--- config.mk ---
export PLATFORM = sky130hd
export DESIGN_NAME = coverage_alpha_blend
export DESIGN_NICKNAME = d
export VERILOG_FILES = /design/src/sv/cab_pkg.sv /design/src/sv/cab_div.sv /design/src/sv/coverage_alpha_blend.sv
export SDC_FILE = /design/constraint.sdc
export NUM_CORES = 2
export LEC_CHECK = 0
export BUFFER_PORTS_ARGS = -buffer_cell sky130_fd_sc_hd__buf_2
export CAP_MARGIN = 5
export CORE_MARGIN = 1
export CORE_UTILIZATION = 25
export CTS_BUF_LIST = sky130_fd_sc_hd__clkbuf_8
export DETAILED_ROUTE_END_ITERATION = 16
export MAX_ROUTING_LAYER = met4
export PLACE_DENSITY = 0.39
export SLEW_MARGIN = 10
export SYNTH_ARGS = -nofsm -noshare
export SYNTH_HDL_FRONTEND = slang
export SYNTH_SLANG_ARGS = --single-unit
--- constraint.sdc ---
create_clock -name clk -period 18.9 [get_ports clk]
set_clock_uncertainty 0.15 [all_clocks]
set_input_delay 3.78 -clock clk [delete_from_list [all_inputs] [get_ports clk]]
set_output_delay 3.78 -clock clk [all_outputs]
set_load 0.05 [all_outputs]
--- src/sv/cab_pkg.sv ---
// Shared definitions for the coverage alpha blend unit.
// Holds field widths, register indexes, channel layout tables and the divide-by-255 helper.
// No dependencies; every other file of the unit imports this package.
package cab_pkg;

  localparam int PIX_W  = 32;
  localparam int CH_W   = 8;
  localparam int NUM_W  = 17;
  localparam int CFG_IDX_W = 1;

  localparam int DIV_STAGES = 3;
  localparam int DIV_STEPS  = (NUM_W + DIV_STAGES - 1) / DIV_STAGES;
  localparam int DIV_W      = DIV_STAGES * DIV_STEPS;

  localparam logic [24:0] DIV255_MUL = 25'h1010102;

  typedef logic [CFG_IDX_W-1:0] cfg_idx_t;
  localparam cfg_idx_t REG_FILL_COLOR   = 1'b0;
  localparam cfg_idx_t REG_PIXEL_LAYOUT = 1'b1;

  typedef logic [1:0] byte_pos_t;
  localparam byte_pos_t LAY_R [4] = '{2'd0, 2'd2, 2'd1, 2'd3};
  localparam byte_pos_t LAY_G [4] = '{2'd1, 2'd1, 2'd2, 2'd2};
  localparam byte_pos_t LAY_B [4] = '{2'd2, 2'd0, 2'd3, 2'd1};
  localparam byte_pos_t LAY_A [4] = '{2'd3, 2'd3, 2'd0, 2'd0};

  localparam logic [CH_W-1:0] CH_MAX = 8'hff;

  // Truncating division by 255 for values below 255 * 2^16, by reciprocal multiplication.
  function automatic logic [15:0] div255(input logic [23:0] x);
    logic [48:0] p;
    p = 49'(x) * 49'(DIV255_MUL);
    return p[47:32];
  endfunction

endpackage

--- src/sv/cab_div.sv ---
// Pipelined restoring divider for one colour channel of the blend unit.
// Several quotient bits are resolved per register stage.
// Depends on cab_pkg for widths and stage counts.
module cab_div
  import cab_pkg::*;
(
  input  logic             clk,
  input  logic [NUM_W-1:0] num,
  input  logic [CH_W-1:0]  den,
  output logic [DIV_W-1:0] quo
);

  logic [DIV_W-1:0] num_q [DIV_STAGES+1];
  logic [DIV_W-1:0] quo_q [DIV_STAGES+1];
  logic [CH_W-1:0]  rem_q [DIV_STAGES+1];
  logic [CH_W-1:0]  den_q [DIV_STAGES+1];

  assign num_q[0] = DIV_W'(num);
  assign quo_q[0] = '0;
  assign rem_q[0] = '0;
  assign den_q[0] = den;

  for (genvar s = 0; s < DIV_STAGES; s++) begin : g_stage
    logic [DIV_W-1:0] num_c;
    logic [DIV_W-1:0] quo_c;
    logic [CH_W-1:0]  rem_c;

    always_comb begin
      logic [CH_W:0] t;
      num_c = num_q[s];
      quo_c = quo_q[s];
      rem_c = rem_q[s];
      for (int k = 0; k < DIV_STEPS; k++) begin
        t     = {rem_c, num_c[DIV_W-1]};
        num_c = {num_c[DIV_W-2:0], 1'b0};
        if (t >= {1'b0, den_q[s]}) begin
          rem_c = CH_W'(t - {1'b0, den_q[s]});
          quo_c = {quo_c[DIV_W-2:0], 1'b1};
        end else begin
          rem_c = t[CH_W-1:0];
          quo_c = {quo_c[DIV_W-2:0], 1'b0};
        end
      end
    end

    always_ff @(posedge clk) begin
      num_q[s+1] <= num_c;
      quo_q[s+1] <= quo_c;
      rem_q[s+1] <= rem_c;
      den_q[s+1] <= den_q[s];
    end
  end

  assign quo = quo_q[DIV_STAGES];

endmodule

--- src/sv/coverage_alpha_blend.sv ---
// Top level of the coverage alpha blend unit: config registers, blend pipeline, output stage.
// Depends on cab_pkg and instantiates three cab_div channel dividers.
//
//   channel   handshake               payload
//   input     start / busy            dest_pixel, coverage
//   result    done (strobe)           new_pixel, changed
//   config    cfg_valid / cfg_ready   cfg_index, cfg_data
//
// One beat is accepted every cycle while busy is low; each result leaves the output register marked by done.
// The depth is set by the alpha multiplies, the divisions by 255 and the three-stage divider.
// Synchronous reset clears the config registers, the valid bits and done; busy is high only during reset.
// The receiver takes every result, so the pipeline never halts.
module coverage_alpha_blend
  import cab_pkg::*;
(
  input  logic             clk,
  input  logic             rst,
  input  logic             start,
  output logic             busy,
  input  logic [PIX_W-1:0] dest_pixel,
  input  logic [CH_W-1:0]  coverage,
  output logic             done,
  output logic [PIX_W-1:0] new_pixel,
  output logic             changed,
  input  logic             cfg_valid,
  output logic             cfg_ready,
  input  cfg_idx_t         cfg_index,
  input  logic [PIX_W-1:0] cfg_data
);

  logic [PIX_W-1:0] fill_color;
  logic [1:0]       pixel_layout;

  logic [CH_W-1:0] fr, fg, fb;
  byte_pos_t       pr, pg, pb, pa;

  assign busy      = rst;
  assign cfg_ready = 1'b1;

  assign fr = fill_color[31:24];
  assign fg = fill_color[23:16];
  assign fb = fill_color[15:8];
  assign pr = LAY_R[pixel_layout];
  assign pg = LAY_G[pixel_layout];
  assign pb = LAY_B[pixel_layout];
  assign pa = LAY_A[pixel_layout];

  always_ff @(posedge clk) begin
    if (rst) begin
      fill_color   <= '0;
      pixel_layout <= '0;
    end else if (cfg_valid && cfg_ready) begin
      unique case (cfg_index)
        REG_FILL_COLOR:   fill_color   <= cfg_data;
        REG_PIXEL_LAYOUT: pixel_layout <= cfg_data[1:0];
        default: ;
      endcase
    end
  end

  logic             v1, v2, v3, v4, v5;
  logic [PIX_W-1:0] px1, px2, px3, px4, px5;
  logic [15:0]      prod1;
  logic [CH_W-1:0]  sa2, sa3, sa4, sa5;
  logic [15:0]      m13;
  logic [15:0]      cdda3 [3];
  logic [15:0]      cssa3 [3];
  logic [15:0]      cssa4 [3];
  logic [23:0]      t4    [3];
  logic [CH_W-1:0]  oa4, oa5;
  logic [NUM_W-1:0] n5    [3];

  logic [CH_W-1:0] da2;
  logic [CH_W-1:0] cd2 [3];
  logic [CH_W-1:0] cs2 [3];
  logic [CH_W-1:0] inv2, inv3;

  assign da2    = px2[{pa, 3'b000} +: CH_W];
  assign cd2[0] = px2[{pr, 3'b000} +: CH_W];
  assign cd2[1] = px2[{pg, 3'b000} +: CH_W];
  assign cd2[2] = px2[{pb, 3'b000} +: CH_W];
  assign cs2[0] = fr;
  assign cs2[1] = fg;
  assign cs2[2] = fb;
  assign inv2   = CH_MAX - sa2;
  assign inv3   = CH_MAX - sa3;

  always_ff @(posedge clk) begin
    if (rst) begin
      v1 <= 1'b0;
      v2 <= 1'b0;
      v3 <= 1'b0;
      v4 <= 1'b0;
      v5 <= 1'b0;
    end else begin
      v1 <= start && !busy;
      v2 <= v1;
      v3 <= v2;
      v4 <= v3;
      v5 <= v4;
    end
  end

  always_ff @(posedge clk) begin
    px1   <= dest_pixel;
    prod1 <= 16'(fill_color[7:0]) * 16'(coverage);

    px2 <= px1;
    sa2 <= CH_W'(div255(24'(prod1)));

    px3 <= px2;
    sa3 <= sa2;
    m13 <= 16'(da2) * 16'(inv2);
    for (int c = 0; c < 3; c++) begin
      cdda3[c] <= 16'(cd2[c]) * 16'(da2);
      cssa3[c] <= 16'(cs2[c]) * 16'(sa2);
    end

    px4 <= px3;
    sa4 <= sa3;
    oa4 <= sa3 + CH_W'(div255(24'(m13)));
    for (int c = 0; c < 3; c++) begin
      cssa4[c] <= cssa3[c];
      t4[c]    <= 24'(cdda3[c]) * 24'(inv3);
    end

    px5 <= px4;
    sa5 <= sa4;
    oa5 <= oa4;
    for (int c = 0; c < 3; c++) begin
      n5[c] <= NUM_W'(cssa4[c]) + NUM_W'(div255(t4[c]));
    end
  end

  logic [DIV_W-1:0] quo [3];

  for (genvar c = 0; c < 3; c++) begin : g_chan
    cab_div u_div (
      .clk (clk),
      .num (n5[c]),
      .den (oa5),
      .quo (quo[c])
    );
  end

  logic             vd  [DIV_STAGES];
  logic [PIX_W-1:0] pxd [DIV_STAGES];
  logic [CH_W-1:0]  sad [DIV_STAGES];
  logic [CH_W-1:0]  oad [DIV_STAGES];

  always_ff @(posedge clk) begin
    if (rst) begin
      for (int s = 0; s < DIV_STAGES; s++) begin
        vd[s] <= 1'b0;
      end
    end else begin
      vd[0] <= v5;
      for (int s = 1; s < DIV_STAGES; s++) begin
        vd[s] <= vd[s-1];
      end
    end
  end

  always_ff @(posedge clk) begin
    pxd[0] <= px5;
    sad[0] <= sa5;
    oad[0] <= oa5;
    for (int s = 1; s < DIV_STAGES; s++) begin
      pxd[s] <= pxd[s-1];
      sad[s] <= sad[s-1];
      oad[s] <= oad[s-1];
    end
  end

  logic [PIX_W-1:0] pix_next;
  logic             changed_next;
  logic [PIX_W-1:0] px_f;
  logic [CH_W-1:0]  sa_f, oa_f;

  assign px_f = pxd[DIV_STAGES-1];
  assign sa_f = sad[DIV_STAGES-1];
  assign oa_f = oad[DIV_STAGES-1];

  always_comb begin
    pix_next     = '0;
    changed_next = 1'b1;
    priority if (sa_f == '0) begin
      pix_next     = px_f;
      changed_next = 1'b0;
    end else if (sa_f == CH_MAX) begin
      pix_next[{pr, 3'b000} +: CH_W] = fr;
      pix_next[{pg, 3'b000} +: CH_W] = fg;
      pix_next[{pb, 3'b000} +: CH_W] = fb;
      pix_next[{pa, 3'b000} +: CH_W] = CH_MAX;
    end else if (oa_f == '0) begin
      pix_next = '0;
    end else begin
      pix_next[{pr, 3'b000} +: CH_W] = quo[0][CH_W-1:0];
      pix_next[{pg, 3'b000} +: CH_W] = quo[1][CH_W-1:0];
      pix_next[{pb, 3'b000} +: CH_W] = quo[2][CH_W-1:0];
      pix_next[{pa, 3'b000} +: CH_W] = oa_f;
    end
  end

  always_ff @(posedge clk) begin
    if (rst) begin
      done <= 1'b0;
    end else begin
      done <= vd[DIV_STAGES-1];
    end
  end

  always_ff @(posedge clk) begin
    new_pixel <= pix_next;
    changed   <= changed_next;
  end

endmodule

After elaboration in Yosys (flattened, before gate mapping):

Memories as Yosys holds them, arrays and structs flattened. A register that Yosys moved wholly into a read port is not among the register bits.
Index checks and enable logic that the tools add are counted.

* $add $sub $neg: 59
* $mul: 16
* order comparisons: 53
* equal/unequal tests: 1
* shifts and indexed selects: 16
* mux-type cells: 101
* bitwise logic cells: 7
* reduce and logical (&&, ||, !) cells: 6

Operators with widths (count)
* greater-or-equal comparator 9 x 8 -> 1 bit: 51
* two-way mux 8 bit: 49
* subtractor 8 bit: 48
* indexed part select 8 x 7 -> 32 bit: 7
* bitwise mux 32 bit: 6
* multiplier 24 x 24 -> 47 bit (second input constant): 3
* multiplier 8 x 8 -> 16 bit: 8
* variable shift 8 x 7 -> 32 bit (first input constant): 4
* indexed part select 32 x 6 -> 8 bit: 4
* two-way mux 32 bit: 3
* multiplier 16 x 24 -> 39 bit (second input constant): 2
* multiplier 16 x 8 -> 24 bit: 3
* bitwise AND 32 bit: 2
* adder 16 x 16 -> 17 bit: 3
* indexed part select 8 x 7 -> 32 bit (first input constant): 1
* two-way mux 1 bit: 31
* negation 5 -> 7 bit: 4
* binary-select mux 2 bit (select 2 bit): 4
* zero test 8 bit: 2
* two-way mux 2 bit: 8
* subtractor 8 bit (first input constant): 2
* adder 8 bit: 1
* == test 8 bit (second input constant): 1
* greater-or-equal comparator 1 x 8 -> 1 bit (first input constant): 1
* 8 further kinds: 11

* flip-flop bits (word level): 460
* bits in writable memories: 414
* input port bits: 77
* output and inout bits: 36
* word-level logic and storage cells: 310
* memories kept: 9

Memory list
* pxd: words 3, bits a word 32, read ports 3, clocked after Yosys merged registers in 0, wr ports 3, line coverage_alpha_blend.sv:147 `logic [PIX_W-1:0] pxd [DIV_STAGES];`
* t4: words 3, bits a word 24, read ports 3, clocked after Yosys merged registers in 0, wr ports 3, line coverage_alpha_blend.sv:69 `logic [23:0] t4 [3];`
* n5: words 3, bits a word 17, read ports 3, clocked after Yosys merged registers in 0, wr ports 3, line coverage_alpha_blend.sv:71 `logic [NUM_W-1:0] n5 [3];`
* cdda3: words 3, bits a word 16, read ports 3, clocked after Yosys merged registers in 0, wr ports 3, line coverage_alpha_blend.sv:66 `logic [15:0] cdda3 [3];`
* cssa3: words 3, bits a word 16, read ports 3, clocked after Yosys merged registers in 0, wr ports 3, line coverage_alpha_blend.sv:67 `logic [15:0] cssa3 [3];`
* cssa4: words 3, bits a word 16, read ports 3, clocked after Yosys merged registers in 0, wr ports 3, line coverage_alpha_blend.sv:68 `logic [15:0] cssa4 [3];`
* +3 memories

Logic depth before layout (Yosys ltp):

* depth in word-level cells: 13
* mapped depth: 74
* mapped depth without buffers: 72

Cells and area by module:

A second synthesis with hierarchy kept.

* cells, all modules: 9114
* area total of the unflattened synthesis: 86106.3 µm²

By module, submodules not included
* coverage_alpha_blend: times used 1, cells each 5982, area an instance 59783.6 µm², seq. area each 14554.0 µm²
* cab_div at g_chan[0].u_div ...: times used 2, cells each 1047, area an instance 8787.2 µm², seq. area each 1721.7 µm²
* cab_div at g_chan[2].u_div: times used 1, cells each 1038, area an instance 8748.4 µm², seq. area each 1721.7 µm²

Worst setup path before layout:

OpenSTA, ideal clock, no wires.

* path type: flip-flop to flip-flop
* start point: register g_chan[2].u_div.den_q[17] (netlist name)
* end point: register g_chan[1].u_div.rem_q[13] (netlist name)
* setup time: 0.122 ns
* arrival: 14.125 ns
* data required time: 18.628 ns
* path slack: 4.503 ns
* stages on the path, launching flop included: 67
* buffers on the path: 3
* period minus slack after synthesis: 14.397 ns
* cell sequence: dfxtp_1 inv_1 ha_1 nor2b_1 o21ai_1 a31o_2 a31o_2 clkbuf_1 nor2_1 a21oi_1 inv_1 ha_1 nor2b_1 o21a_1 o21ai_0 a21oi_1 o21a_1 nor2_2 (+31 left out) nand2_1 a2111oi_0 nor2_1 a21oi_1 ha_1 nor2b_1 o21ai_0 a21boi_0 o21ai_0 a21boi_0 o21a_1 nor2_1 nand2_1 a21oi_1 nor4b_1 nor2b_1 clkbuf_1 a221o_1

RTL lines
* to (signal, indexed assignment): line cab_div.sv:49 `rem_q[s+1] <= rem_c;`
* to (decl): line cab_div.sv:15 `logic [CH_W-1:0] rem_q [DIV_STAGES+1];`

Final worst setup path:

* start point: register g_chan[2].u_div.den_q[9] (netlist name)
* end point: register g_chan[2].u_div.quo_q (netlist bit g_chan[2].u_div.quo[0])

* cells in the longest elaborated chain, start to end: 12
* elaborated cells between the ends (all ways): 17
* classes of those cells: add/sub (5); order compare (6); mux (6)

RTL lines
* from (decl): line cab_div.sv:16 `logic [CH_W-1:0] den_q [DIV_STAGES+1];`
* from (signal, indexed assignment): line cab_div.sv:50 `den_q[s+1] <= den_q[s];`
* subtractor 8 bit or greater-or-equal comparator 9 x 8 -> 1 bit (tied branches): line cab_div.sv:37, cab_div.sv:36
* two-way mux 8 bit: line cab_div.sv:36 `if (t >= {1'b0, den_q[s]}) begin`
* subtractor 8 bit or greater-or-equal comparator 9 x 8 -> 1 bit (tied branches): line cab_div.sv:37, cab_div.sv:36
* two-way mux 8 bit: line cab_div.sv:36
* subtractor 8 bit or greater-or-equal comparator 9 x 8 -> 1 bit (tied branches): line cab_div.sv:37, cab_div.sv:36
* two-way mux 8 bit: line cab_div.sv:36
* subtractor 8 bit or greater-or-equal comparator 9 x 8 -> 1 bit (tied branches): line cab_div.sv:37, cab_div.sv:36
* two-way mux 8 bit: line cab_div.sv:36
* subtractor 8 bit or greater-or-equal comparator 9 x 8 -> 1 bit (tied branches): line cab_div.sv:37, cab_div.sv:36
* two-way mux 8 bit: line cab_div.sv:36
* greater-or-equal comparator 9 x 8 -> 1 bit *: line cab_div.sv:36
* two-way mux 1 bit *: line cab_div.sv:36
* named net g_chan[2].u_div.g_stage[2].quo_c[0]: line cab_div.sv:25 `logic [DIV_W-1:0] quo_c;`
* to (signal, indexed assignment): line cab_div.sv:48 `quo_q[s+1] <= quo_c;`
* to (decl): line cab_div.sv:14 `logic [DIV_W-1:0] quo_q [DIV_STAGES+1];`

Mark *: on every way through the listed nets, which the timed path passes. The rest lies on a longest branch.
A chain may end at the register's enable or synchronous reset.

==> flow_metrics.env <==
export IMPL_seqCellArea_um2=17210
export IMPL_synth_edf_count=0
export IMPL_cts_sink_count=859
export IMPL_hold_path_class="reg -> reg"
export IMPL_nFillCells=34660
export IMPL_pin_count=113
export IMPL_hold_path_depth=0
export IMPL_drt_iter0_markers=2736
export IMPL_worstHoldStart="n5[0][28]"
export IMPL_rr_endpoint="g_chan[2].u_div.quo[0]"
export IMPL_synth_seq_cells=859
export IMPL_fmax_mhz=62.74
export IMPL_dp_hpwl_um=191100
export IMPL_synth_area_um2=81800
export IMPL_dieArea_um2=329500
export IMPL_hold_end="g_chan[1].u_div.num_q[53]"
export IMPL_grt_max_degree=51
export IMPL_cap_violations=0
export IMPL_gr_max_usage_layer="met2"
export IMPL_clkTransAtPathRegs_ps=60
export IMPL_cts_hold_buf=0
export IMPL_drcViolationCount=0
export IMPL_hold_violations=0
export IMPL_multi_input_area_um2=59450
export IMPL_synthFlopType="dfxtp_1"
export IMPL_start_util_pct=25.19
export IMPL_met3_usage_pct=1.525
export IMPL_finalCriticalPeriod_ps=15940
export IMPL_cts_resized=0
export IMPL_cp_end_kind="flip-flop"
export IMPL_cts_made_buffers=167
export IMPL_htree_levels=4
export IMPL_tightest_slew_ps=1111
export IMPL_synth_cell_types=94
export IMPL_synth_seq_area_share_pct=21.02
export IMPL_path_buf_inv=10
export IMPL_die_h_um=574.0
export IMPL_area_growth_pct=11.38
export IMPL_grt_pass1_vias=62500
export IMPL_cts_setup_buffers=0
export IMPL_dr_pass1_iters=7
export IMPL_maxSlewHeadroom_pct=25.94
export IMPL_viasPerCell=4.491
export IMPL_synthCells=8762
export IMPL_arrival_ps=16530
export IMPL_yosys_warnings=0
export IMPL_drive_gt1_share_pct=7.622
export IMPL_crit_type="reg -> reg"
export IMPL_grt_usage_pct=14.93
export IMPL_crit_top_cell="o21ai_0"
export IMPL_design_core_area_um2=324800
export IMPL_grt_pass1_wl_um=371700
export IMPL_final_net_count=11180
export IMPL_setup_tns_ps=0
export IMPL_routed_wl_um=240200
export IMPL_async_flop_share_pct=0
export IMPL_maxSlewViolCount=0
export IMPL_r2r_start="g_chan[2].u_div.den_q[9]"
export IMPL_max_stage_delay_ps=580
export IMPL_dieWidth_um=574.0
export IMPL_root_buffer="clkbuf_8"
export IMPL_ant_nets=0
export IMPL_cp_top_family="compound AO/OA/AOI/OAI gates"
export IMPL_cts_buffer_depth=4
export IMPL_grt_setup_unrepaired="false"
export IMPL_portBuffers=111
export IMPL_reg2reg_depth=68
export IMPL_crit_fanout=14
export IMPL_cp_slowest_cell="o21ai_0"
export IMPL_start_kind="flip-flop"
export IMPL_met2_usage_pct=23.71
export IMPL_vias=60050
export IMPL_layout_worst_path_cycle_share_pct=84.34
export IMPL_avgSynthCellArea_um2=9.336
export IMPL_rrSetupSlack_ps=2960
export IMPL_cts_tree="yes"
export IMPL_globalRouteOverflowTotal=0
export IMPL_place_congestion=0.8194
export IMPL_outcome="finished, final reports clean"
export IMPL_worstSkewPairLatency_ps=930
export IMPL_wl_per_cell_um=17.97
export IMPL_rows=209
export IMPL_cp_required_ps=19490
export IMPL_use_met1_pct=19.99
export IMPL_antenna_found_initial=17
export IMPL_setup_viol=0
-- synthesized netlist by cell type (all sizes together), types with 17 or more instances --
cell,instances,area share (%)
nor2,423,1.9
a221oi,40,0.43
nand4,64,0.49
mux2,166,2.3
ha,1536,23
mux2i,68,0.86
nor3,83,0.53
a22oi,38,0.35
a221o,31,0.38
and3,34,0.26
inv,1178,5.4
xor2,136,1.5
o211ai,28,0.27
a21o,162,1.5
buf,18,0.11
fa,642,16
and4,19,0.20
nor2b,317,2.4
a21boi,36,0.33
a211oi,35,0.40
nand3,86,0.53
and2,220,1.7
nand2b,319,2.4
dfxtp,859,21
o21ai,379,2.3
clkbuf,178,0.82
xnor2,325,3.5
o21bai,60,0.55
a31oi,17,0.15
a21oi,414,2.5
or2,21,0.16
nand2,559,2.6
nor4,24,0.20
o21a,63,0.58
o31ai,17,0.17
-- worst max path at each step --
stage / startpoint / end / slack, ps / cells after the start
4_1_cts: g_chan[2].u_div.den_q[9] / g_chan[2].u_div.quo[0] / 2900 / 68
3_3_place_gp: g_chan[2].u_div.den_q[9] / g_chan[2].u_div.quo[0] / 2860 / 69
5_1_grt: g_chan[2].u_div.den_q[9] / g_chan[2].u_div.quo[0] / 1170 / 68
3_5_place_dp: g_chan[2].u_div.den_q[9] / g_chan[2].u_div.quo[0] / 3050 / 68
2_1_floorplan: g_chan[2].u_div.den_q[17] / g_chan[1].u_div.rem_q[13] / 4500 / 66
6_report: g_chan[2].u_div.den_q[9] / g_chan[2].u_div.quo[0] / 2960 / 68
-- worst register-to-register path: cells and delay by family, from the launching register on --
family                   cells  cell delay, ps
AO/OA/AOI/OAI               36            8410
AND/OR/NAND/NOR             14            2210
buffers and inverters       10            1930
adder cells (fa/ha/maj)      6            1850
multiplexers                 2             920
flip-flops                   1             300
-- stage by stage --
step / util, % / area [µm²] / worst slack, ps / hold WS (ps) / instances
2_1_floorplan: - / 81810 / 4503 / 159.6 / 8764
3_3_place_gp: 26.97 / 87600 / 2858 / 159.8 / 13080
3_5_place_dp: 26.97 / 87600 / 3049 / 162.1 / 13080
4_1_cts: 28.05 / 91100 / 2903 / 107.5 / 13370
5_1_grt: 28.05 / 91100 / 1171 / 142.4 / 13370
6_report: 28.05 / 91120 / 2960 / 121.9 / 13370
-- cell families (layout without fill, tap and decap cells) --
| logic type | Yosys count | in the layout | share of synthesized area, % |
|---|---|---|---|
| simple gates | 2215 | 2215 | 13.86 |
| compound gates | 1428 | 1428 | 11.17 |
| mux | 244 | 244 | 3.460 |
| fa+ha+maj | 2178 | 2178 | 39.20 |
| flops | 859 | 859 | 21.02 |
| other cells | 2 | 10 | 0.009181 |
| buf+inv | 1375 | 1651 | 6.343 |
| xor+xnor | 461 | 461 | 4.936 |
-- final cells by class --
type | instances | area share [%]
Inverter | 1179 | 4.860
Tap cell | 4325 | 5.939
Clock inverter | 93 | 0.8871
Clock buffer | 196 | 2.961
Sequential cell | 859 | 18.89
Timing Repair Buffer | 183 | 1.203
Antenna cell | 6 | 0.01648
Multi-Input combinational cell | 6530 | 65.25
-- routing by layer --
layer | vias up | routed length, µm
li1 | 29710 | -
met1 | 29080 | 117600
met2 | 940 | 108400
met3 | 318 | 7249
met4 | 0 | 6989
met5 | - | 0
-- sequential cells by signal (all words and copies together), names as in the netlist, 48 cells and up --
register and cells:
pxd 96, t4 72, n5 51, cdda3 48, cssa3 48, cssa4 48
g_chan.u_div.rem_q 48
-- layout by cell type, fill, tap and decap left out, types with 155 or more instances in the layout --
cell	synthesis	final
o21ai_0	361	361
mux2_2	155	155
and2_1	219	218
inv_1	1172	1208
nand2_1	559	559
dfxtp_1	859	850
nand2b_1	319	319
a21oi_1	412	411
xnor2_1	325	325
ha_1	1536	1536
a21o_1	162	162
clkbuf_8	0	196
fa_1	642	642
nor2b_1	317	316
nor2_1	421	420
Power is not shown: default switching activity piles up to over one toggle a cycle in this logic, so the estimate is an artifact.
